File: src/hdl/tcw_pkg.sv
`timescale 1ns / 1ps

package tcw_pkg;

    // Field widths fixed by the interface.
    localparam int COL_W       = 8;
    localparam int ROW_OUT_W   = 6;
    localparam int OFFSET_W    = 14;
    localparam int CELL_W      = 16;
    localparam int CELL_ADDR_W = 13;
    localparam int APB_AW      = 4;
    localparam int APB_DW      = 32;

    // Command codes.
    localparam logic [1:0] OP_PUT   = 2'd0;
    localparam logic [1:0] OP_CLEAR = 2'd1;
    localparam logic [1:0] OP_READ  = 2'd2;

    // Register indexes on the configuration port.
    localparam logic [1:0] REG_COLUMNS = 2'd0;
    localparam logic [1:0] REG_ROWS    = 2'd1;
    localparam logic [1:0] REG_STRIDE  = 2'd2;
    localparam logic [1:0] REG_COLOR   = 2'd3;

    // Register reset values.
    localparam logic [7:0] RST_COLUMNS = 8'd80;
    localparam logic [6:0] RST_ROWS    = 7'd25;
    localparam logic [7:0] RST_STRIDE  = 8'd80;
    localparam logic [7:0] RST_COLOR   = 8'd7;

    // Character codes and fill patterns.
    localparam logic [7:0]        CH_NEWLINE = 8'd10;
    localparam logic [7:0]        CH_TAB     = 8'd9;
    localparam logic [7:0]        BLANK_CHAR = 8'h20;
    localparam logic [CELL_W-1:0] CLEAR_CELL = 16'h0720;
    localparam logic [7:0]        TAB_MASK   = 8'd7;

    typedef struct packed {
        logic [1:0]             opcode;
        logic [7:0]             char_code;
        logic [CELL_ADDR_W-1:0] cell_address;
    } cmd_t;

    typedef struct packed {
        logic [COL_W-1:0]     cursor_col;
        logic [ROW_OUT_W-1:0] cursor_row;
        logic [OFFSET_W-1:0]  cursor_offset;
        logic [CELL_W-1:0]    read_data;
    } rsp_t;

    typedef struct packed {
        logic [7:0] columns_used;
        logic [6:0] rows_used;
        logic [7:0] row_stride;
        logic [7:0] text_color;
    } cfg_t;

    typedef enum logic [2:0] {
        ST_IDLE,
        ST_EXEC,
        ST_SCROLL,
        ST_CLEAR,
        ST_REDUCE,
        ST_READ,
        ST_DONE
    } state_t;

endpackage

File: src/hdl/tcw_regs.sv
`timescale 1ns / 1ps

module tcw_regs
    import tcw_pkg::*;
(
    input  logic              clk,
    input  logic              rst_n,
    input  logic              psel,
    input  logic              penable,
    input  logic              pwrite,
    input  logic [APB_AW-1:0] paddr,
    input  logic [APB_DW-1:0] pwdata,
    output logic [APB_DW-1:0] prdata,
    output logic              pready,
    output cfg_t              cfg
);

    logic       wr_en;
    logic [1:0] reg_idx;
    cfg_t       cfg_reg;

    // A write completes in the access phase; the port never inserts wait states.
    assign pready  = 1'b1;
    assign wr_en   = psel && penable && pwrite && pready;
    assign reg_idx = paddr[3:2];
    assign cfg     = cfg_reg;

    // Register storage.
    always_ff @(posedge clk or negedge rst_n)
    begin
        if (!rst_n)
        begin
            cfg_reg.columns_used <= RST_COLUMNS;
            cfg_reg.rows_used    <= RST_ROWS;
            cfg_reg.row_stride   <= RST_STRIDE;
            cfg_reg.text_color   <= RST_COLOR;
        end
        else if (wr_en)
        begin
            case (reg_idx)
                REG_COLUMNS: cfg_reg.columns_used <= pwdata[7:0];
                REG_ROWS:    cfg_reg.rows_used    <= pwdata[6:0];
                REG_STRIDE:  cfg_reg.row_stride   <= pwdata[7:0];
                REG_COLOR:   cfg_reg.text_color   <= pwdata[7:0];
                default:     ;
            endcase
        end
    end

    // Read-back of the selected register.
    always_comb
    begin
        case (reg_idx)
            REG_COLUMNS: prdata = APB_DW'(cfg_reg.columns_used);
            REG_ROWS:    prdata = APB_DW'(cfg_reg.rows_used);
            REG_STRIDE:  prdata = APB_DW'(cfg_reg.row_stride);
            REG_COLOR:   prdata = APB_DW'(cfg_reg.text_color);
            default:     prdata = '0;
        endcase
    end

endmodule

File: config.mk
export PLATFORM = sky130hd
export DESIGN_NAME = tcw_regs
export DESIGN_NICKNAME = d
export VERILOG_FILES = /design/src/hdl/tcw_pkg.sv /design/src/hdl/tcw_regs.sv
export SDC_FILE = /design/constraint.sdc
export NUM_CORES = 1
export LEC_CHECK = 0
export ABC_AREA = 1
export CORE_MARGIN = 1.5
export CORE_UTILIZATION = 65
export DETAILED_ROUTE_END_ITERATION = 8
export DONT_BUFFER_PORTS = 1
export PLACE_DENSITY = 0.8
export SLEW_MARGIN = 20
export SYNTH_ARGS = -nofsm -noshare
export SYNTH_HDL_FRONTEND = slang
export SYNTH_SLANG_ARGS = --single-unit
File: constraint.sdc
create_clock -name clk -period 1.6 [get_ports clk]
set_input_delay 0.32 -clock clk [delete_from_list [all_inputs] [get_ports clk]]
set_output_delay 0.32 -clock clk [all_outputs]
set_load 0.05 [all_outputs]
# Word-level counts from Yosys, hierarchy flattened
# Index checks and enable logic that the tools add are counted.
# word_totals
input_bits,41
regBits,31
out_inout_bits,64
word_cells,15
# classes
n_eq_ne,3
mux,1
n_reduce_logical,7
# ops
op,n
one-hot mux 32 bit (4 select lines),1
AND reduction 2 bit,4
equality test 2 bit (second input constant),2
equality test 2 x 1 -> 1 bit (second input constant),1
logical AND 1 bit,2
zero test 2 bit,1

# Logic depth before layout (Yosys ltp)
# Gate-level depths: netlist of run 1.
# depth
word_depth,3
mapped_depth,7
depth_no_buf,6

# Worst setup path after synthesis of run 1
# OpenSTA, ideal clock, no wires.
# synth_path
path_type,reg2out
startpoint,"reg cfg_reg, in the netlist cfg[16]"
endpoint,out prdata[0]
slack_ns,0.062
stages_incl_launch_ff,3
n_path_buf,0
required_time_ns,1.280
arrival_time_ns,1.218
path_cell_list,dfstp_2 -> nand3_1 -> nand4_1
# synth_between
elab_chain_cells,1
# synth_lines
item,line_no,rtl
start: declaration,tcw_regs.sv:20,cfg_t cfg_reg;
one-hot mux 32 bit (4 select lines),tcw_regs.sv:53,case (reg_idx)
end: declaration,tcw_regs.sv:13,"output logic [APB_DW-1:0] prdata,"
# No other way between the ends. The select of a mux whose other input is x is not followed.

# Final worst setup path of run 1
# layout_path
startpoint,"reg cfg_reg, in the netlist cfg[19]"
endpoint,out prdata[3]
# Same word-level chain as after synthesis.

==> flow_metrics.tcl, run 1 <==
set metrics [dict create \
    gp_congestion 0.8330 \
    rows 18 \
    start_kind "flop" \
    largest_reg_flops 31 \
    htree_levels 2 \
    synth_cell_type_count 17 \
    worst_setup_path_end_kind "primary output" \
    outcome "finished, final reports clean" \
    crit_arrival_ns 1.26 \
    num_vias 1563 \
    cts_tree "built" \
    worstSetupPathType "flop to primary output" \
    antenna_found_initial 0 \
    first_pass_iters 4 \
    maxCapViolations 0 \
    grt_start_max_net_pins 32 \
    die_x_um 55.72 \
    drc 0 \
    drive_above_1_share_pct 31.54 \
    clk_pin_slew_ns 0.10 \
    critPathRequiredTime_ns 1.28 \
    drtIter0Drc 74 \
    clock_latency_ns 0.33 \
    hold_path.class "input port to flop" \
    instances_no_fill 290 \
    pwr_density_cell_nw_per_um2 1467 \
    rsz0062_at_grt "yes" \
    synth-seq-area-share_pct 43.63 \
    finalMaxSlewViolations 0 \
    peakVddDrop_mv 1.245 \
    avgSynthCellArea_um2 8.365 \
    vias_per_cell 5.390 \
    synth_warnings 0 \
    core_um2 2545 \
    io_pins 105 \
    cts-root-buf "clkbuf_4" \
    ys_ff_latch 31 \
    cts.path.max_buffers 2 \
    clkSinkCount 31 \
    die_h_um 55.72 \
    area_delta_synth_final_pct 21.61 \
    antennaDiodeCount 0 \
    max_freq_ghz 0.6323 \
    setup_violations 0 \
    die_area_um2 3105 \
    io_buffers 0 \
    hold_viol_final 0 \
    p_leak_nw 1.214 \
    initial_core_util_pct 70.99 \
    grt_pass1_vias 1538 \
    dp.cells 279 \
    period_needed_ns 1.582 \
    mostFrequentLayoutCell "nand2_1" \
    final_cell_mix "nand2_1, buf_4, conb_1" \
    final.setup_skew_ns 0 \
    dpl.hpwl_um 3095 \
    period_share_pct 98.85 \
    drt-total-wl_um 4623 \
    gr-total-overflow 0 \
    netlist_area_um2 1807 \
    hold_ws_ns 0.06799 \
    cts_buffers 5 \
    routedWlPerCell_um 15.94 \
    grt.total_usage_pct 31.01 \
    postRouteAntennaNets 0 \
    nets 300 \
    grt_pass1_wl_um 7258 \
    netlist_instances 216 \
    worst-path-max-fanout 2 \
]
[cells in the mapped netlist]
library cell  count  area share, %
inv_8             2            1.2
inv_2             1           0.21
conb_1            2           0.42
inv_1             3           0.62
nand3_1          22            6.1
nand4_1           7            2.4
nand2_1         103             21
nor2_4            4            2.5
dfstp_2          10             15
nand3_4           1           0.97
nand2_8           1            1.1
nor2_8            2            2.2
buf_6             2            1.2
dfrtp_1          21             29
buf_4            27             11
nand2_2           1           0.35
nand2_4           7            4.4
[layer usage]
layer / track usage [%] / vias up / wire (µm)
met3: 9.070 / 4 / 479
met1: 36.25 / 744 / 1613
met5: 0 / - / 0
met4: 12.89 / 0 / 36
met2: 53.06 / 98 / 2494
li1: - / 717 / -
[final timing paths]
| kind | cells past startpoint | slack (ns) | to | start |
|---|---|---|---|---|
| setup / recovery | 3 | 0.02 | prdata[3] | cfg[19]$_DFFE_PN1P_ |
| hold / removal | 2 | 0.07 | cfg[29]$_DFFE_PN1P_ | pwdata[6] |
| setup reg to reg | 4 | 0.56 | cfg[12]$_DFFE_PN1P_ | cfg[12]$_DFFE_PN1P_ |
| hold reg to reg | 3 | 0.68 | cfg[16]$_DFFE_PN1P_ | cfg[16]$_DFFE_PN1P_ |
| max in group asynchronous | 2 | 0.94 | cfg[1]$_DFFE_PN1P_ | rst_n |
| min in group asynchronous | 2 | 0.41 | cfg[13]$_DFFE_PN0P_ | rst_n |
[report_power, final]
part	switching (W)	total, W	internal (W)	leakage, nW
Clock	0.000267	0.000526	0.000258	0.0386
Sequential	0.000102	0.00108	0.000981	0.371
Combinational	0.00117	0.00162	0.000442	0.804
Total	0.00154	0.00322	0.00168	1.21
[metrics by stage]
step	util [%]	TNS (ns)	total power, W	instance area (µm²)	worst slack (ns)
2_1_floorplan	-	0	0.002253	1893	0.06241
4_1_cts	84.86	0	0.003189	2160	0.0005698
5_1_grt	86.33	-0.07544	0.003344	2197	-0.02694
3_3_place_gp	80.97	0	0.002616	2061	0.3242
6_report	86.33	0	0.003223	2197	0.01836
3_5_place_dp	80.97	0	0.002651	2061	0.3187
[critical path, stage by stage (launching register included)]
cell     delay [ns]
dfstp_2        0.54
nand3_1        0.09
nand4_1        0.14
buf_12         0.16
[final cells by class]
type	instances	area, µm²
repair buffers	42	400.4
fillers	136	347.8
well taps	30	37.54
flip-flops and latches	31	788.3
multi-input cells	173	864.6
inverters	6	37.54
clock buffers	8	68.82
[logic make-up after synthesis]
group / count (synthesis) / synth area share (%)
flops: 31 / 43.63
simple gates: 148 / 41.41
other cells: 2 / 0.4157
buf+inv: 35 / 14.54
[repair_timing]
item | in CTS | in global routing
buffers inserted | 0 | 1
resized for setup | 0 | 7
hold endpoints to repair | 31 | 0
hold buffers | 2 | 0
endpoints found under the setup margin | 0 | 6
Power figures use the tool's default switching activity.
==> inputs of run 2 (changes only) <==
--- a/config.mk
+++ b/config.mk
@@ -10,6 +10,7 @@
 export CORE_UTILIZATION = 65
 export DETAILED_ROUTE_END_ITERATION = 8
 export DONT_BUFFER_PORTS = 1
+export HOLD_SLACK_MARGIN = 0.15
 export PLACE_DENSITY = 0.8
 export SLEW_MARGIN = 20
 export SYNTH_ARGS = -nofsm -noshare
==> run 2 against run 1 <==
Net effect: the run now ends with negative setup slack left; worst setup slack worse by 0.024 ns; first-iteration DRC count up 26%; sequential power about the same; maximum frequency down 1.5%; global-route usage up 1.8 points; cell area up 3.5%; wire length up 9.0%; critical path depth unchanged; count of clock-buffer cells in the layout unchanged; sequential share of layout area down 1.2 points; critical endpoint is now prdata[0]; largest cell class unchanged.
==> flow_metrics.tcl, run 2 (same netlist as run 1, synthesis figures left out) <==
set metrics [dict create \
    initial_core_util_pct 70.99 \
    final_cell_mix "nand2_1, buf_4, conb_1" \
    die_h_um 55.72 \
    hold_path.class "input port to flop" \
    finalPower_w 0.003272 \
    path_cells "nand3_2 > nand4_1 > buf_12" \
    min_from "paddr[3]" \
    mostFrequentLayoutCell "nand2_1" \
    start_kind "flop" \
    violations "negative setup slack" \
    maxCapViolations 0 \
    clkSinkCount 31 \
    rsz0062_at_grt "yes" \
    clk_pin_slew_ns 0.10 \
    p_leak_nw 1.252 \
    io_pins 105 \
    htree_levels 2 \
    period_share_pct 100.4 \
    num_vias 1669 \
    vias_per_cell 5.582 \
    cts_buffers 5 \
    crit_family "flip-flops" \
    critPathRequiredTime_ns 1.28 \
    gp_congestion 0.8330 \
    core_um2 2545 \
    rrSetupSlack_ns 0.55 \
    crit_path_start "cfg[16]$_DFFE_PN1P_" \
    design_area_um2 2275 \
    finalCoreUtilization_pct 89.38 \
    crit_arrival_ns 1.29 \
    die_area_um2 3105 \
    dp.cells 279 \
    outcome "finished, violations left" \
    hold_ws_ns 0.2083 \
    dpl.hpwl_um 3095 \
    max_freq_ghz 0.6227 \
    peakVddDrop_mv 1.399 \
    io_buffers 0 \
    instances_no_fill 299 \
    grt.total_usage_pct 32.79 \
    pwr_density_cell_nw_per_um2 1439 \
    gr-total-overflow 0 \
    fin_ws_ns -0.005959 \
    hold_viol_final 0 \
    routedWlPerCell_um 16.85 \
    worstSetupPathType "flop to primary output" \
    nets 309 \
    worst_setup_path_end_kind "primary output" \
    grt_pass1_vias 1611 \
    cts_tree "built" \
    clock_latency_ns 0.33 \
    postRouteAntennaNets 0 \
    largest_reg_flops 31 \
    antenna_found_initial 0 \
    rows 18 \
    cpPeakStageDelay_ns 0.56 \
    cts.path.max_buffers 2 \
    n_fill_cell 109 \
    period_needed_ns 1.606 \
    worst-path-max-fanout 2 \
    finalMaxSlewViolations 0 \
    cts-root-buf "clkbuf_4" \
    setup_violations 1 \
    antennaDiodeCount 0 \
    drc 0 \
    final.setup_skew_ns 0 \
    r2r-start "cfg[2]$_DFFE_PN1P_" \
    drive_above_1_share_pct 30.11 \
    die_x_um 55.72 \
    drtIter0Drc 93 \
    drt-total-wl_um 5037 \
    crit_slowest_cell "dfstp_2" \
    first_pass_iters 4 \
    grt_pass1_wl_um 7714 \
    area_delta_synth_final_pct 25.90 \
    grt_start_max_net_pins 32 \
    dpl_cell_area_um2 2061 \
    path_buf_inv 1 \
]
-- run 2: cell types whose count changed in the layout (fill, tap and decap cells not counted), sizes merged --
| cell | before | now |
|---|---|---|
| dlygate4sd3 | 1 | 9 |
| buf | 41 | 42 |
-- run 2: worst min-delay path: stages --
cell and delay, ns:
nand2_8 0.05, nor2_4 0.06, nand2_1 0.06, nand2_1 0.05
-- run 2: power by group --
part / total (W) / switching [W] / internal [W]
Sequential: 0.00108 / 0.000101 / 0.000980
Combinational: 0.00166 / 0.00120 / 0.000461
Clock: 0.000529 / 0.000270 / 0.000258
Total: 0.00327 / 0.00157 / 0.00170
-- run 2: final timing paths --
check                                           end  cells past startpoint
worst min-delay path            cfg[12]$_DFFE_PN1P_                      4
worst max-delay path                      prdata[0]                      3
max in group asynchronous        cfg[1]$_DFFE_PN1P_                      2
worst max register to register   cfg[2]$_DFFE_PN1P_                      4
worst min register to register  cfg[19]$_DFFE_PN1P_                      3
min in group asynchronous       cfg[13]$_DFFE_PN0P_                      2
-- run 2: repair_timing --
action                                  CTS  global route
hold buffers                             10             0
hold endpoints to repair                 62             0
endpoints found under the setup margin    0             6
buffers inserted                          0             2
resized for setup                         0             5
-- run 2: area by class of cell --
| cell class | instances | area, µm² | share of cell area, % |
|---|---|---|---|
| flip-flops and latches | 31 | 788.3 | 34.65 |
| well taps | 30 | 37.54 | 1.650 |
| repair buffers | 51 | 488.0 | 21.45 |
| multi-input cells | 173 | 854.6 | 37.57 |
| clock buffers | 8 | 68.82 | 3.025 |
| inverters | 6 | 37.54 | 1.650 |
-- run 2: layer usage --
metal	part of all wire [%]	global-route usage, %
met5	0	0
met4	1.7	13.24
met3	11	9.767
met2	52	56.29
met1	35	38.21
-- run 2: stage by stage --
step | setup WS, ns | TNS, ns
after floorplan | 0.06241 | 0
after global placement | 0.3242 | 0
after detailed placement | 0.3187 | 0
after CTS | 0.0005698 | 0
after global routing | -0.06440 | -0.1430
final | -0.005959 | -0.005959
==> inputs of run 3 (changes only) <==
==> constraint.sdc (replaced) <==
create_clock -name clk -period 2 [get_ports clk]
set_input_delay 0.4 -clock clk [delete_from_list [all_inputs] [get_ports clk]]
set_output_delay 0.4 -clock clk [all_outputs]
set_load 0.05 [all_outputs]
==> run 3 against run 2 <==
Net effect: the run now ends clean; highest routed layer unchanged; global-route usage shrank 5.2 points; critical path type unchanged; clock power shrank 33%; non-clock buffer count is 34 lower; sequential share of layout area is 6.6 points higher; wire length is 18% lower; total power shrank 32%; combinational power down 68%; register-to-register slack better by 0.48 ns; clock skew unchanged.
==> flow_metrics.tcl, run 3 (same netlist as run 1, synthesis figures left out) <==
set metrics [dict create \
    die_h_um 55.72 \
    dpl.hpwl_um 2715 \
    start_kind "flop" \
    rrSetupSlack_ns 1.03 \
    routedWlPerCell_um 15.51 \
    io_buffers 0 \
    whs_endpoint "cfg[19]$_DFFE_PN1P_" \
    crit_slowest_cell "dfstp_2" \
    grt_pass1_vias 1341 \
    r2r-start "cfg[14]$_DFFE_PN1P_" \
    largest_reg_flops 31 \
    clk_pin_slew_ns 0.10 \
    grt_pass1_wl_um 6534 \
    clock_latency_ns 0.33 \
    drc 0 \
    htree_levels 2 \
    multi_input_area_um2 842.1 \
    max_freq_ghz 0.5233 \
    worst_setup_path_end_kind "primary output" \
    io_pins 105 \
    gr-total-overflow 0 \
    worst-path-max-fanout 3 \
    worstSetupPathType "flop to primary output" \
    cts_tree "built" \
    cts_buffers 5 \
    antennaDiodeCount 0 \
    finalSetupTns_ns 0 \
    path_cells "nand3_1 > nand4_1 > buf_4" \
    final_cell_mix "nand2_1, conb_1, nand3_1" \
    hold_viol_final 0 \
    seq_area_um2 788.3 \
    drive_above_1_share_pct 18.72 \
    outcome "finished, final reports clean" \
    cpPeakStageDelay_ns 0.73 \
    mostFrequentLayoutCell "nand2_1" \
    crit_path_start "cfg[16]$_DFFE_PN1P_" \
    core_um2 2545 \
    drtIter0Drc 63 \
    postRouteAntennaNets 0 \
    final.setup_skew_ns 0 \
    n_fill_cell 188 \
    nets 275 \
    worst_pin_slew_ns 0.5313 \
    rows 18 \
    num_vias 1473 \
    clkSinkCount 31 \
    maxCapViolations 0 \
    critPathRequiredTime_ns 1.60 \
    peakVddDrop_mv 0.9812 \
    postCtsSetupBuffers 0 \
    crit_arrival_ns 1.51 \
    pwr_density_cell_nw_per_um2 1172 \
    cts.path.max_buffers 2 \
    hold_path.class "input port to flop" \
    vias_per_cell 5.558 \
    dpl_cell_area_um2 1773 \
    drt-total-wl_um 4109 \
    cts-root-buf "clkbuf_4" \
    min_from "pwdata[3]" \
    grt.total_usage_pct 27.58 \
    die_x_um 55.72 \
    grt_start_max_net_pins 32 \
    period_needed_ns 1.911 \
    min_path_cells 2 \
    r2r_end "cfg[14]$_DFFE_PN1P_" \
    slew_headroom_pct 64.58 \
    antenna_found_initial 0 \
    first_pass_iters 4 \
    finalMaxSlewViolations 0 \
    die_area_um2 3105 \
    reg2regPathDepth 2 \
    area_delta_synth_final_pct 5.817 \
    design_area_um2 1912 \
    period_share_pct 95.55 \
    rsz0062_at_grt "no" \
    p_leak_nw 1.047 \
    setup_violations 0 \
    gp_congestion 0.8067 \
    initial_core_util_pct 70.99 \
]
run 3: cell types whose count changed in the layout (fill, tap and decap cells not counted), sizes merged:
cell | previous run | this run
buf | 42 | 10
dlygate4sd3 | 9 | 7
run 3: layout make-up:
| cell class | count | share of cell area, % |
|---|---|---|
| Tap cell | 30 | 1.963 |
| Timing Repair Buffer | 17 | 8.246 |
| Inverter | 6 | 1.963 |
| Sequential cell | 31 | 41.23 |
| Multi-Input combinational cell | 173 | 44.04 |
| Clock buffer | 8 | 2.552 |
run 3: metal layers:
metal / global-route usage [%] / up-vias / wire (µm)
li1: - / 663 / -
met5: 0 / - / 0
met2: 42.86 / 94 / 2034
met4: 10.45 / 0 / 53
met3: 9.302 / 8 / 399
met1: 35.80 / 708 / 1622
run 3: stage by stage:
stage | util (%) | hold WS (ns) | setup WS, ns | cells | total power (W)
final | 75.12 | 0.1595 | 0.08906 | 265 | 0.002241
after floorplan | - | 0.1044 | 0.3294 | 239 | 0.001802
after global routing | 75.12 | 0.1504 | 0.009753 | 265 | 0.002325
after CTS | 73.55 | 0.1516 | 0.09689 | 261 | 0.002228
after global placement | 69.67 | 0.1051 | 0.4846 | 249 | 0.001848
after detailed placement | 69.67 | 0.1049 | 0.4818 | 249 | 0.001866
run 3: timing repair:
item,in CTS,in global routing
hold endpoints to repair,33,5
resized for setup,0,0
hold buffers,4,4
run 3: worst max-delay path, delay by kind of cell, from the launching register on:
family	cells	cell delay [ns]
simple gates	2	0.25
flops	1	0.73
buf+inv	1	0.20
run 3: power by group:
group	switching [W]	internal, W	leakage [nW]
clock network	0.000215	0.000140	0.0265
logic	0.000383	0.000143	0.649
registers	0.000576	0.000784	0.371
run 3: worst max path at each step:
stage / to / slack [ns]
5_1_grt: prdata[0] / 0.01
3_5_place_dp: prdata[6] / 0.48
2_1_floorplan: prdata[0] / 0.33
6_report: prdata[0] / 0.09
3_3_place_gp: prdata[0] / 0.48
4_1_cts: prdata[0] / 0.1
